### src/hdl/ps_pkg.sv
`timescale 1ns / 1ps

package ps_pkg;

  // Chain size and candidate limits
  localparam int STAGES        = 16;
  localparam int MAX_CANDIDATE = 65535;
  localparam int MIN_PRIME     = 2;

  localparam int DATA_W = 16;
  localparam int IDX_W  = (STAGES > 1) ? $clog2(STAGES) : 1;
  localparam int CNT_W  = $clog2(STAGES + 1);

  // Remainder unit: DIV_BITS quotient bits retired per cycle
  localparam int DIV_BITS  = 4;
  localparam int DIV_STEPS = DATA_W / DIV_BITS;
  localparam int DIV_CNT_W = $clog2(DIV_STEPS + 1);

  typedef struct packed {
    logic              start;
    logic [DATA_W-1:0] dividend;
    logic [DATA_W-1:0] divisor;
  } div_req_t;

  typedef struct packed {
    logic done;
    logic rem_zero;
  } div_rsp_t;

endpackage

### src/hdl/ps_ram.sv
`timescale 1ns / 1ps

// Simple dual-port RAM, one write and one registered read port.
module ps_ram #(
  parameter int WIDTH = 16,
  parameter int DEPTH = 16,
  parameter int AW    = (DEPTH > 1) ? $clog2(DEPTH) : 1
) (
  input  logic             clk_i,
  input  logic             we_i,
  input  logic [AW-1:0]    waddr_i,
  input  logic [WIDTH-1:0] wdata_i,
  input  logic             re_i,
  input  logic [AW-1:0]    raddr_i,
  output logic [WIDTH-1:0] rdata_o
);

  logic [WIDTH-1:0] mem_q [DEPTH];
  logic [WIDTH-1:0] rdata_q;

  always_ff @(posedge clk_i) begin
    if (we_i) begin
      mem_q[waddr_i] <= wdata_i;
    end
    if (re_i) begin
      rdata_q <= mem_q[raddr_i];
    end
  end

  assign rdata_o = rdata_q;

endmodule

### src/hdl/ps_mod.sv
`timescale 1ns / 1ps

// Iterative restoring remainder, DIV_BITS bits per cycle.
module ps_mod (
  input  logic             clk_i,
  input  logic             rst_ni,
  input  ps_pkg::div_req_t req_i,
  output ps_pkg::div_rsp_t rsp_o
);

  logic [ps_pkg::DATA_W-1:0]    rem_q, rem_d;
  logic [ps_pkg::DATA_W-1:0]    dvd_q, dvd_d;
  logic [ps_pkg::DATA_W-1:0]    div_q;
  logic [ps_pkg::DIV_CNT_W-1:0] cnt_q, cnt_d;
  logic                         done_q, done_d;

  always_comb begin
    logic [ps_pkg::DATA_W:0]   t;
    logic [ps_pkg::DATA_W-1:0] r;
    logic [ps_pkg::DATA_W-1:0] s;
    r = rem_q;
    s = dvd_q;
    for (int i = 0; i < ps_pkg::DIV_BITS; i++) begin
      t = {r, s[ps_pkg::DATA_W-1]};
      s = {s[ps_pkg::DATA_W-2:0], 1'b0};
      if (t >= {1'b0, div_q}) begin
        t = t - {1'b0, div_q};
      end
      r = t[ps_pkg::DATA_W-1:0];
    end
    rem_d  = rem_q;
    dvd_d  = dvd_q;
    cnt_d  = cnt_q;
    done_d = 1'b0;
    if (req_i.start) begin
      rem_d = '0;
      dvd_d = req_i.dividend;
      cnt_d = ps_pkg::DIV_CNT_W'(ps_pkg::DIV_STEPS);
    end else if (cnt_q != '0) begin
      rem_d  = r;
      dvd_d  = s;
      cnt_d  = cnt_q - 1'b1;
      done_d = (cnt_q == ps_pkg::DIV_CNT_W'(1));
    end
  end

  always_ff @(posedge clk_i or negedge rst_ni) begin
    if (!rst_ni) begin
      cnt_q  <= '0;
      done_q <= 1'b0;
    end else begin
      cnt_q  <= cnt_d;
      done_q <= done_d;
    end
  end

  always_ff @(posedge clk_i) begin
    rem_q <= rem_d;
    dvd_q <= dvd_d;
    if (req_i.start) begin
      div_q <= req_i.divisor;
    end
  end

  assign rsp_o.done     = done_q;
  assign rsp_o.rem_zero = (rem_q == '0);

endmodule

### src/hdl/pipelined_prime_sieve.sv
`timescale 1ns / 1ps

// Prime sieve over a chain of STAGES stored primes (16 by default). Feed
// candidates in ascending order from 2; each request is tested against the
// stored primes in stage order and either dropped (a stored prime divides
// it, or it is below 2) or returned as a prime together with the stage that
// now holds it. Once every stage is filled, survivors still come out but
// with chain_full set and stage_index 15, and are not stored. clear_first
// empties the chain before its own candidate is tested. One request is in
// flight at a time. After acceptance, each stored prime is read from its
// stage (S_CHECK), loaded into the remainder unit (S_LOAD) and tested for
// a zero remainder (S_DIV, until done); a final check in S_CHECK then leads
// to the result in S_FINISH, which holds while the output register is full
// and stalled. The remainder unit retires four quotient bits per cycle. A
// finished result waits in the output register while the next request is
// already accepted.
module pipelined_prime_sieve (
  input  logic                      clk_i,
  input  logic                      rst_ni,
  input  logic                      in_valid_i,
  output logic                      in_stall_o,
  input  logic [ps_pkg::DATA_W-1:0] candidate_i,
  input  logic                      clear_first_i,
  output logic                      out_valid_o,
  input  logic                      out_stall_i,
  output logic [ps_pkg::DATA_W-1:0] prime_value_o,
  output logic [3:0]                stage_index_o,
  output logic                      chain_full_o
);

  typedef enum logic [4:0] {
    S_IDLE   = 5'b00001,
    S_CHECK  = 5'b00010,
    S_LOAD   = 5'b00100,
    S_DIV    = 5'b01000,
    S_FINISH = 5'b10000
  } state_e;

  state_e state_q, state_d;

  // Chain fill level and scan pointer
  logic [ps_pkg::CNT_W-1:0]  used_q, used_d;
  logic [ps_pkg::CNT_W-1:0]  k_q, k_d;
  logic [ps_pkg::DATA_W-1:0] cand_q;

  logic                      out_valid_q, out_valid_d;
  logic [ps_pkg::DATA_W-1:0] out_prime_q;
  logic [3:0]                out_index_q;
  logic                      out_full_q;

  logic in_accept;
  logic out_accept;
  logic out_load;
  logic chain_is_full;
  logic [31:0] used_wide;

  // Memory and remainder unit hookup
  logic                      mem_we;
  logic                      mem_re;
  logic [ps_pkg::DATA_W-1:0] mem_rdata;
  ps_pkg::div_req_t          div_req;
  ps_pkg::div_rsp_t          div_rsp;

  assign in_stall_o    = (state_q != S_IDLE);
  assign in_accept     = in_valid_i && !in_stall_o;
  assign out_accept    = out_valid_q && !out_stall_i;
  assign chain_is_full = (used_q == ps_pkg::CNT_W'(ps_pkg::STAGES));
  assign used_wide     = 32'(used_q);

  always_comb begin
    state_d          = state_q;
    used_d           = used_q;
    k_d              = k_q;
    mem_we           = 1'b0;
    mem_re           = 1'b0;
    out_load         = 1'b0;
    div_req.start    = 1'b0;
    div_req.dividend = cand_q;
    div_req.divisor  = mem_rdata;

    case (state_q)
      S_IDLE: begin
        if (in_accept) begin
          if (clear_first_i) begin
            used_d = '0;
          end
          k_d = '0;
          // Below two or above the limit: dropped, only the clear takes effect
          if (!(candidate_i < ps_pkg::DATA_W'(ps_pkg::MIN_PRIME) ||
                candidate_i > ps_pkg::DATA_W'(ps_pkg::MAX_CANDIDATE))) begin
            state_d = S_CHECK;
          end
        end
      end
      S_CHECK: begin
        if (k_q == used_q) begin
          state_d = S_FINISH;
        end else begin
          mem_re  = 1'b1;
          state_d = S_LOAD;
        end
      end
      S_LOAD: begin
        div_req.start = 1'b1;
        state_d       = S_DIV;
      end
      S_DIV: begin
        if (div_rsp.done) begin
          if (div_rsp.rem_zero) begin
            state_d = S_IDLE;
          end else begin
            k_d     = k_q + 1'b1;
            state_d = S_CHECK;
          end
        end
      end
      S_FINISH: begin
        // Hold until the output register is free
        if (!out_valid_q || !out_stall_i) begin
          out_load = 1'b1;
          if (!chain_is_full) begin
            mem_we = 1'b1;
            used_d = used_q + 1'b1;
          end
          state_d = S_IDLE;
        end
      end
      default: begin
        state_d = S_IDLE;
      end
    endcase
  end

  always_comb begin
    out_valid_d = out_valid_q;
    if (out_accept) begin
      out_valid_d = 1'b0;
    end
    if (out_load) begin
      out_valid_d = 1'b1;
    end
  end

  always_ff @(posedge clk_i or negedge rst_ni) begin
    if (!rst_ni) begin
      state_q     <= S_IDLE;
      used_q      <= '0;
      k_q         <= '0;
      out_valid_q <= 1'b0;
    end else begin
      state_q     <= state_d;
      used_q      <= used_d;
      k_q         <= k_d;
      out_valid_q <= out_valid_d;
    end
  end

  always_ff @(posedge clk_i) begin
    if (in_accept) begin
      cand_q <= candidate_i;
    end
    if (out_load) begin
      out_prime_q <= cand_q;
      out_index_q <= chain_is_full ? 4'hF : used_wide[3:0];
      out_full_q  <= chain_is_full;
    end
  end

  // Reads and writes never overlap: a write only happens in S_FINISH, after
  // the scan is done, so no forwarding path is needed.
  ps_ram #(
    .WIDTH (ps_pkg::DATA_W),
    .DEPTH (ps_pkg::STAGES)
  ) u_stage_ram (
    .clk_i   (clk_i),
    .we_i    (mem_we),
    .waddr_i (used_q[ps_pkg::IDX_W-1:0]),
    .wdata_i (cand_q),
    .re_i    (mem_re),
    .raddr_i (k_q[ps_pkg::IDX_W-1:0]),
    .rdata_o (mem_rdata)
  );

  ps_mod u_mod (
    .clk_i  (clk_i),
    .rst_ni (rst_ni),
    .req_i  (div_req),
    .rsp_o  (div_rsp)
  );

  assign out_valid_o   = out_valid_q;
  assign prime_value_o = out_prime_q;
  assign stage_index_o = out_index_q;
  assign chain_full_o  = out_full_q;

  // Fill level never exceeds the chain
  assert property (@(posedge clk_i) disable iff (!rst_ni)
    used_q <= ps_pkg::CNT_W'(ps_pkg::STAGES))
    else $error("fill level beyond chain size");

  // Only filled stages are ever read
  assert property (@(posedge clk_i) disable iff (!rst_ni)
    mem_re |-> (k_q < used_q))
    else $error("read of unfilled stage");

  // A stored prime grows the fill level by exactly one
  assert property (@(posedge clk_i) disable iff (!rst_ni)
    mem_we |=> (used_q == $past(used_q) + 1'b1))
    else $error("fill level not advanced on store");

  // A full-chain result is flagged at stage 15 and nothing is stored
  assert property (@(posedge clk_i) disable iff (!rst_ni)
    (out_load && chain_is_full) |=> (out_full_q && out_index_q == 4'hF &&
                                     used_q == $past(used_q)))
    else $error("full-chain result mishandled");

  // Remainder unit reports done only while its result is awaited
  assert property (@(posedge clk_i) disable iff (!rst_ni)
    div_rsp.done |-> (state_q == S_DIV))
    else $error("stray remainder done");

endmodule

### config.mk
export PLATFORM = sky130hd
export DESIGN_NAME = pipelined_prime_sieve
export DESIGN_NICKNAME = d
export VERILOG_FILES = /design/src/hdl/ps_pkg.sv /design/src/hdl/ps_ram.sv /design/src/hdl/ps_mod.sv /design/src/hdl/pipelined_prime_sieve.sv
export SDC_FILE = /design/constraint.sdc
export NUM_CORES = 1
export LEC_CHECK = 0
export ABC_AREA = 1
export BUFFER_PORTS_ARGS = -buffer_cell sky130_fd_sc_hd__buf_2
export CORE_AREA = 2 2 211 213
export DETAILED_ROUTE_END_ITERATION = 7
export DIE_AREA = 0 0 213 215
export RECOVER_POWER = 50
export SYNTH_ARGS = -nofsm -noshare
export SYNTH_HDL_FRONTEND = slang
export SYNTH_SLANG_ARGS = --single-unit
### constraint.sdc
create_clock -name clk_i -period 10.3 [get_ports clk_i]
set_clock_uncertainty 0.05 [all_clocks]
set_input_delay 0 -clock clk_i [delete_from_list [all_inputs] [get_ports clk_i]]
set_output_delay 0 -clock clk_i [all_outputs]
set_load 0.02 [all_outputs]
### Word level (Yosys, flattened, before mapping)

Memories as Yosys holds them, arrays and structs flattened. A register that Yosys moved wholly into a read port is not among the register bits.
Index checks and enable logic that the tools add are counted.

* $add $sub $neg: 7
* multipliers: 0
* divide/modulo/power cells: 0
* $lt $le $gt $ge: 6
* eq/ne operators: 16
* shift-type cells: 0
* multiplexer cells: 38
* bitwise operators: 0
* reductions and logical operators: 16

Operator list (count)
* $mux 16: 6
* $ge 17x16->1: 4
* $sub 16x16->16: 4
* $mux 5: 12
* $pmux 5 s5: 1
* $pmux 5 s2: 2
* $gt 16x16->1 const B: 1
* $logic_not 16->1: 1
* $lt 16x2->1 const B: 1
* $mux 1: 14
* $ne 2x2->1 const B: 6
* $add 5x1->5 const B: 2
* $eq 5x5->1 const B: 2
* $reduce_and 4->1: 2
* $reduce_bool 2->1: 4
* $mux 3: 2
* $eq 5x1->1 const B: 1
* $eq 5x2->1 const B: 1
* $eq 5x3->1 const B: 1
* $eq 5x4->1 const B: 1
* $eq 5x5->1: 1
* $ne 5x1->1 const B: 1
* $reduce_and 5->1: 1
* $eq 3x1->1 const B: 1
* 7 further kinds: 11

* register bits after elaboration: 105
* latch bits: 0
* bits in writable memories: 256
* ROM bits: 0
* input port bits: 21
* output and inout port bits: 23
* word-level logic and storage cells: 97
* memories: 1

Memory list
* u_stage_ram.mem_q: depth 16, width 16, read ports 1, clocked after memory_dff 1, wr ports 1, line ps_ram.sv:18 `logic [WIDTH-1:0] mem_q [DEPTH];`

### Longest topological paths before layout

Gate-level depths: netlist of the first run.

* depth in word-level cells: 8
* gate-level depth with buffers: 58
* mapped depth without buffers: 55

### Hierarchy

From an unflattened synthesis of the first run, not the netlist that was laid out.

* cell total of the unflattened synthesis: 2193
* area, all modules: 19926.6 µm²

Modules (own cells, without submodules)
* ps_ram: instances 1, cells each 1074, area each 11541.1 µm², sequential area each 8167.8 µm²
* ps_mod: instances 1, cells each 924, area each 6132.1 µm², sequential area each 1381.3 µm²
* pipelined_prime_sieve: instances 1, cells each 195, area each 2253.4 µm², sequential area each 1512.7 µm²

### Least setup slack after synthesis of the first run

OpenSTA, ideal clock, no wires.

* path kind: reg2reg
* from: register u_mod.div_q[1] (netlist name)
* to: register u_mod.rem_q[10] (netlist name)
* setup time: 0.114 ns
* arrival: 7.157 ns
* data required time: 10.136 ns
* path slack: 2.980 ns
* cell stages (with the launch flop): 53
* path buffers: 4
* clock period less this slack: 7.320 ns
* path through: edfxtp_1 -> inv_1 -> ha_1 -> nand2_1 -> inv_2 -> nand3_1 -> nand3_2 -> nand2_1 -> nand2_1 -> nand2_2 -> nand2_4 -> buf_2 -> o21ai_0 -> inv_1 -> ha_1 -> nand3_1 -> nand2_1 -> nand3_1 -> [17 not listed] -> nand3_1 -> nand2_1 -> inv_1 -> ha_1 -> a21o_1 -> a31oi_1 -> o211ai_1 -> nand2_1 -> nand3_1 -> nand2_1 -> inv_1 -> nor2_1 -> inv_1 -> nor2_4 -> buf_6 -> nand3_1 -> nand3_1 -> nand2_1

* longest elaborated chain between the ends: 8
* elaborated cells between the ends (all ways): 12
* those cells by class: add/sub (4); order compare (4); mux (4)

Ends and longest elaborated chain
* start, declared: line ps_mod.sv:13 `logic [ps_pkg::DATA_W-1:0] div_q;`
* start signal, assigned: line ps_mod.sv:61 `div_q <= req_i.divisor;`
* $sub 16x16->16 / $ge 17x16->1 (equally long branches): line ps_mod.sv:27, ps_mod.sv:26
* $mux 16: line ps_mod.sv:26 `if (t >= {1'b0, div_q}) begin`
* $sub 16x16->16 / $ge 17x16->1 (equally long branches): line ps_mod.sv:27, ps_mod.sv:26
* $mux 16: line ps_mod.sv:26
* $sub 16x16->16 / $ge 17x16->1 (equally long branches): line ps_mod.sv:27, ps_mod.sv:26
* $mux 16: line ps_mod.sv:26
* $sub 16x16->16 / $ge 17x16->1 (equally long branches): line ps_mod.sv:27, ps_mod.sv:26
* $mux 16 *: line ps_mod.sv:26
* end signal, assigned: line ps_mod.sv:58 `rem_q <= rem_d;`
* end, declared: line ps_mod.sv:11 `logic [ps_pkg::DATA_W-1:0] rem_q, rem_d;`

Every way passes the cells marked *; elsewhere a longest branch is shown, timed or not.
A chain may end at the register's enable or synchronous reset.

### Worst setup path in the final report of the first run

* from: register u_mod.div_q[1] (netlist name)
* to: register u_mod.rem_q[13] (netlist name)

The elaborated chain is that of the path after synthesis.

==> results of run 1 <==
[critical path: cells and delay by family (launching register included)]
family | cells | cell delay [ps]
flops | 1 | 460
fa+ha+maj | 4 | 1260
compound gates | 7 | 1990
buf+inv | 7 | 790
simple gates | 32 | 4080
[state kept, by name (all words and copies together) (netlist names)]
register             flops
stage_index_o            4
state_q                  5
u_mod.done_q             1
u_stage_ram.rdata_o     16
out_valid_o              1
chain_full_o             1
k_q                      5
u_mod.cnt_q              3
u_mod.div_q             16
u_mod.rem_q             16
u_mod.dvd_q             16
used_q                   5
u_stage_ram.mem_q      256
prime_value_o           16
cand_q                  16
[final timing paths]
kind	startpoint	end	slack, ps	cells after the start
setup / recovery	u_mod.div_q[1]$_DFFE_PP_	u_mod.rem_q[13]$_SDFFE_PP0N_	1550	50
max in group asynchronous	rst_ni	k_q[0]$_DFFE_PN0P_	8130	4
hold / removal	clear_first_i	used_q[4]$_DFFE_PN0P_	80	6
min in group asynchronous	rst_ni	state_q[0]$_DFFE_PN1P_	540	3
setup reg to reg	u_mod.div_q[1]$_DFFE_PP_	u_mod.rem_q[13]$_SDFFE_PP0N_	1550	50
hold reg to reg	u_stage_ram.rdata_o[15]$_DFFE_PP_	u_mod.div_q[15]$_DFFE_PP_	370	0
[repair_timing]
action	CTS	global route
gates resized for setup	0	0
endpoints found under the hold margin	61	0
hold buffers	21	0
setup endpoints to repair	0	0
[per-layer routing]
metal / routed length, µm / GRT usage, % / up-vias
li1: - / - / 6490
met1: 21500 / 28.7 / 6546
met2: 25100 / 38.1 / 310
met3: 2350 / 3.13 / 89
met4: 1730 / 8.32 / 0
met5: 0 / 0 / -
[area by class of cell]
type                       instances  share of cell area, %
clock buffer                      51                   4.92
sequential                       377                   53.4
multi-input combinational       1204                   31.8
timing repair buffer              83                   2.49
clock inverter                    17                  0.634
tap                              592                   3.57
inverter                         177                   3.21
[cell families after synthesis]
group	Yosys count	share of synthesized area (%)
xor gates and xnor gates	49	2.31
adders and majority gates	76	5.28
buffers and inverters	243	5.05
DFF	377	59.6
AOI/OAI and AO/OA	320	9.93
and+or+nand+nor	759	17.8
[metrics by stage]
stage | area, µm² | worst slack, ps
after floorplan | 18600 | 2980
after global placement | 19400 | 1670
after detailed placement | 19400 | 1640
after CTS | 20800 | 1600
after global routing | 20700 | 529
final | 20700 | 1550
[cell usage after synthesis (3+ instances only)]
master    instances  share of area [%]
fa_1              4               0.43
xnor2_1          29                1.4
nor3b_1           3               0.12
dfrtp_1          19                2.6
nand2_4           4               0.24
a31oi_1           5               0.17
nor3_1           12               0.32
dfxtp_1          16                1.7
nor4_1            8               0.27
o221ai_1         28                1.3
buf_2             6               0.16
nand4_1          13               0.44
a21oi_1          52                1.4
nand3_1         137                3.7
o21ai_0         168                4.5
o21a_1            3               0.12
o21bai_1          3               0.12
edfxtp_1        341                 55
nor2_1          191                3.9
o22ai_1          39                1.3
o211ai_1          7               0.28
nand2_1         359                7.3
ha_1             72                4.9
and3_1            3               0.10
nand2_2           8               0.27
xor2_1           20               0.94
inv_2            12               0.24
clkbuf_1         57                1.2
nand3_2           3               0.16
inv_1           164                3.3
==> impl_metrics.ini, run 1 <==
[run_status]
status = finished with violations
violations = max-capacitance violations, max-slew violations

[detailed_routing]
avgViaCountPerCell = 5.37
dr.first_iter.drc_count = 1093
wl_um = 50600
vias = 13400
ant_nets = 0
wl_per_cell_um = 20.2
firstDrtPassIters = 5
drc_errors = 0

[synthesis]
synth_cells = 1824
synthFlopType = edfxtp_1
synthArstFlopShare_pct = 5.31
synth-edff-count = 341
yosysSeqAreaShare_pct = 59.6
syn-num-nets = 1921
ys_ff_latch = 377
synth.cell_area_um2 = 18600
synth_cell_types = 57
syn_avg_cell_area_um2 = 10.2
yosysWarnings = 0

[sta]
worst_hold_slack_ps = 82.4
finalSetupViolCount = 0
slew_viol_final = 32
min_period_over_period_pct = 85.0
rsz0062_at_grt = false
max_slew_margin_pct = -13.5
worstMarginPinSlew_ps = 1700
min_period_ps = 8750
setup_tns_ps = 0
finalHoldViolCount = 0
fmaxAchievable_mhz = 114

[cts]
cts_buffers = 38
cts.sinks = 377
cts_tree = yes
worstSkewPairLatency_ps = 530
clock-root-buffer = clkbuf_16
htreeDepth = 2
cts_setup_buffers = 0
clk_path_buf_depth = 3
clk_pin_slew_ps = 60

[cells_and_area]
fin_nets = 1978
final_cell_mix = 359 x nand2_1, 341 x edfxtp_1, 182 x nor2_1
seq_area_um2 = 11100
final_cells = 2501
area_growth_pct = 11.6
antenna_cells = 0
multi_input_area_um2 = 6590
fill_cells = 4025
layout-drive-gt1-share_pct = 6.65
layout.cells.most_common = nand2_1
post-route-util_pct = 47.5

[placement]
gp_congestion = 0.903
hpwl_um = 33300
place_inst = 2412
io_buffers = 43

[global_routing]
grt.total_usage_pct = 22.3
grt_pass1_wl_um = 77100
antenna_found_initial = 0
overflow = 0
grt_pass1_vias = 13300
grt_max_degree = 97

[floorplanning]
pin_count = 44
core_area_um2 = 43600
chipHeight_um = 215
design.die.area_um2 = 45800
start_util_pct = 42.5
die-width_um = 213
rows = 77

[job]
cap_violations = 1

[worst_setup_path]
startpoint_type = flop
critPathRequiredTime_ps = 10660
critical_path_class = flop to flop
timing.critical_path.mode_cell = nand2_1
critPathArrivalTime_ps = 9110
end_kind = flop
slowest_stage = o21ai_0
slowest_delay_ps = 560
cp_max_fo = 27

[min_path]
hp-class = input pin to flop
Power of run 1 is not shown: default switching activity piles up to over one toggle a cycle in this logic, so the estimate is an artifact.
==> run 2: changes to the inputs <==
- ABC_AREA: 1 -> 0
- CORE_AREA: 2 2 211 213 -> 2 2 208 210
- DIE_AREA: 0 0 213 215 -> 0 0 210 212
- clock period: 10.3 -> 8.9 ns (I/O delays scaled with it)
==> impl_metrics.ini, run 2 <==
[run_status]
status = finished with violations
violations = max-capacitance violations, max-slew violations

[global_routing]
grt_pass1_wl_um = 66200
grt_pass1_vias = 11000
grt.total_usage_pct = 19.9
antenna_found_initial = 0
grt_max_degree = 47
overflow = 0

[placement]
gp_congestion = 0.930
place_ws_ps = -72.8
io_buffers = 43
hpwl_um = 29100
place_inst = 1861
dpl_cell_area_um2 = 19600

[cts]
cts_buffers = 38
clk_pin_slew_ps = 60
worstSkewPairLatency_ps = 540
clk_path_buf_depth = 3
clock-root-buffer = clkbuf_16
cts.sinks = 377
htreeDepth = 2
cts_tree = yes

[cells_and_area]
largest_register = u_stage_ram.mem_q
layout-drive-gt1-share_pct = 29.3
final_cell_mix = 341 x edfxtp_1, 141 x buf_4, 81 x nand2_1
fin_nets = 1506
multi_input_area_um2 = 7190
postLayoutCellArea_um2 = 21900
antenna_cells = 0
seq_area_um2 = 11100
area_growth_pct = 22.1
final_cells = 1985
fill_cells = 3504
layout.cells.most_common = edfxtp_1
largest_register_ffs = 256

[worst_setup_path]
r2r_cells = 40
r2r_start = u_mod.rem_q[4]$_SDFFE_PP0N_
r2r_setup_slack_ps = 240
slowest_stage = dfxtp_1
r2r_end = u_mod.rem_q[9]$_SDFFE_PP0N_
critPathArrivalTime_ps = 9030
end_kind = flop
slowest_delay_ps = 370
startpoint_type = flop
crit_path_start = u_mod.rem_q[4]$_SDFFE_PP0N_
critical_path_class = flop to flop
cp-endpoint = u_mod.rem_q[9]$_SDFFE_PP0N_
cp_max_fo = 6
critPathRequiredTime_ps = 9280

[synthesis]
yosys-mux-area-fraction_pct = 13.2
syn-num-nets = 1292
yosysSeqAreaShare_pct = 61.7
yosysWarnings = 0
syn_avg_cell_area_um2 = 15.0
synth_top_family_by_area = multiplexers
synth.largest_area_cell = edfxtp_1
synthFlopType = edfxtp_1
ys_top_cells_by_count = 341 x edfxtp_1, 83 x nand2_1, 80 x mux4_2
synth_cells = 1195
netlist_top_cells_area = edfxtp_1 57%, mux4_2 10%, ha_1 5.0%, dfrtp_1 2.7%, dfxtp_1 1.8%
synth_cell_types = 75
yosysMostFrequentCell = edfxtp_1
yosys.area_share.xor_xnor_pct = 2.69
synth-edff-count = 341
synthSimpleGateAreaFrac_pct = 7.75
synth_compound_area_share_pct = 7.30
ys_ff_latch = 377
yosysTopAreaCellShare_pct = 57.2
synth.cell_area_um2 = 17900
synth-adder-area-share_pct = 5.48
synthArstFlopShare_pct = 5.31

[floorplanning]
die-width_um = 210
core_area_um2 = 42500
design.die.area_um2 = 44500
rows = 76
start_util_pct = 42.1
pin_count = 44
chipHeight_um = 212

[detailed_routing]
firstDrtPassIters = 5
dr_wl_met2_um = 22900
dr_wl_met3_um = 1880
vias = 11100
avgViaCountPerCell = 5.58
m1WireLength_um = 18400
wl_per_cell_um = 22.4
wl_um = 44500
routed.top_layer = met4
ant_nets = 0
dr.first_iter.drc_count = 964
drc_errors = 0

[sta]
fmaxAchievable_mhz = 116
max_slew_margin_pct = -17.9
min_period_ps = 8660
fin_ws_ps = 244
min_period_over_period_pct = 97.3
worstMarginPinSlew_ps = 1770
finalHoldViolCount = 0
finalSetupViolCount = 0
slew_viol_final = 32

[min_path]
hp-class = input pin to flop

[job]
cap_violations = 1
## run 2: changes by cell type after synthesis, sizes merged, moves of 17 or more
cell,delta
mux4,+80
clkbuf,-32
nor2,-150
mux2i,+22
inv,-136
mux2,+29
and2,+20
nand2,-290
o21ai,-121
o221ai,-28
nand2b,+17
o22ai,-37
nand3,-121
## run 2: logic make-up after synthesis
group / count (synthesis)
flip-flops: 377
AND/OR/NAND/NOR: 275
AO/OA/AOI/OAI: 199
multiplexers: 131
buffers and inverters: 82
adder cells (fa/ha/maj): 76
XOR/XNOR: 55
## run 2: final cells by class
cell class                      instances  area share [%]
Tap cell                              546            3.12
Sequential cell                       377            50.6
Clock inverter                         18           0.784
Timing Repair Buffer                  215            7.21
Clock buffer                           52            4.73
Multi-Input combinational cell        736            32.9
Inverter                               41           0.704
## run 2: layer usage
metal  vias to the layer above  track usage [%]
li1                       5112                -
met1                      5577             25.5
met2                       298             35.4
met3                        85             2.63
met4                         0             5.89
met5                         -                0
## run 2: how the worst min path moves through the flow
stage	start	endpoint	slack (ps)	cells past startpoint
2_1_floorplan	rst_ni	k_q[0]$_DFFE_PN0P_	-350	0
3_3_place_gp	rst_ni	u_mod.cnt_q[1]$_DFFE_PN0P_	-50	1
3_5_place_dp	rst_ni	u_mod.cnt_q[0]$_DFFE_PN0P_	-60	1
4_1_cts	candidate_i[1]	cand_q[1]$_DFFE_PP_	110	2
5_1_grt	candidate_i[0]	cand_q[0]$_DFFE_PP_	110	2
6_report	candidate_i[0]	cand_q[0]$_DFFE_PP_	120	2
## run 2: worst max-delay path, delay by kind of cell, from the launching register on
family | cells | cell delay, ps
adders and majority gates | 4 | 1040
buffers and inverters | 5 | 620
AOI/OAI and AO/OA | 18 | 3890
DFF | 1 | 370
muxes | 5 | 1170
and+or+nand+nor | 8 | 1390
## run 2: stage by stage
step / util (%) / TNS (ps) / hold WS (ps)
finish: 51.5 / 0 / 123
global route: 51.5 / -782 / 115
CTS: 49.5 / 0 / 109
detailed placement: 46.1 / -281 / -59.7
global placement: 46.1 / 0 / -52.4
floorplan: - / 0 / -346
## run 2: repair_timing
action / in CTS / in global routing
endpoints found under the setup margin: 13 / 16
pin swaps: 1 / 48
gates resized for setup: 4 / 126
hold buffers: 22 / 0
setup buffers: 0 / 30
cloned: 0 / 2
endpoints found under the hold margin: 47 / 0
Power of run 2 is left out for the same reason.
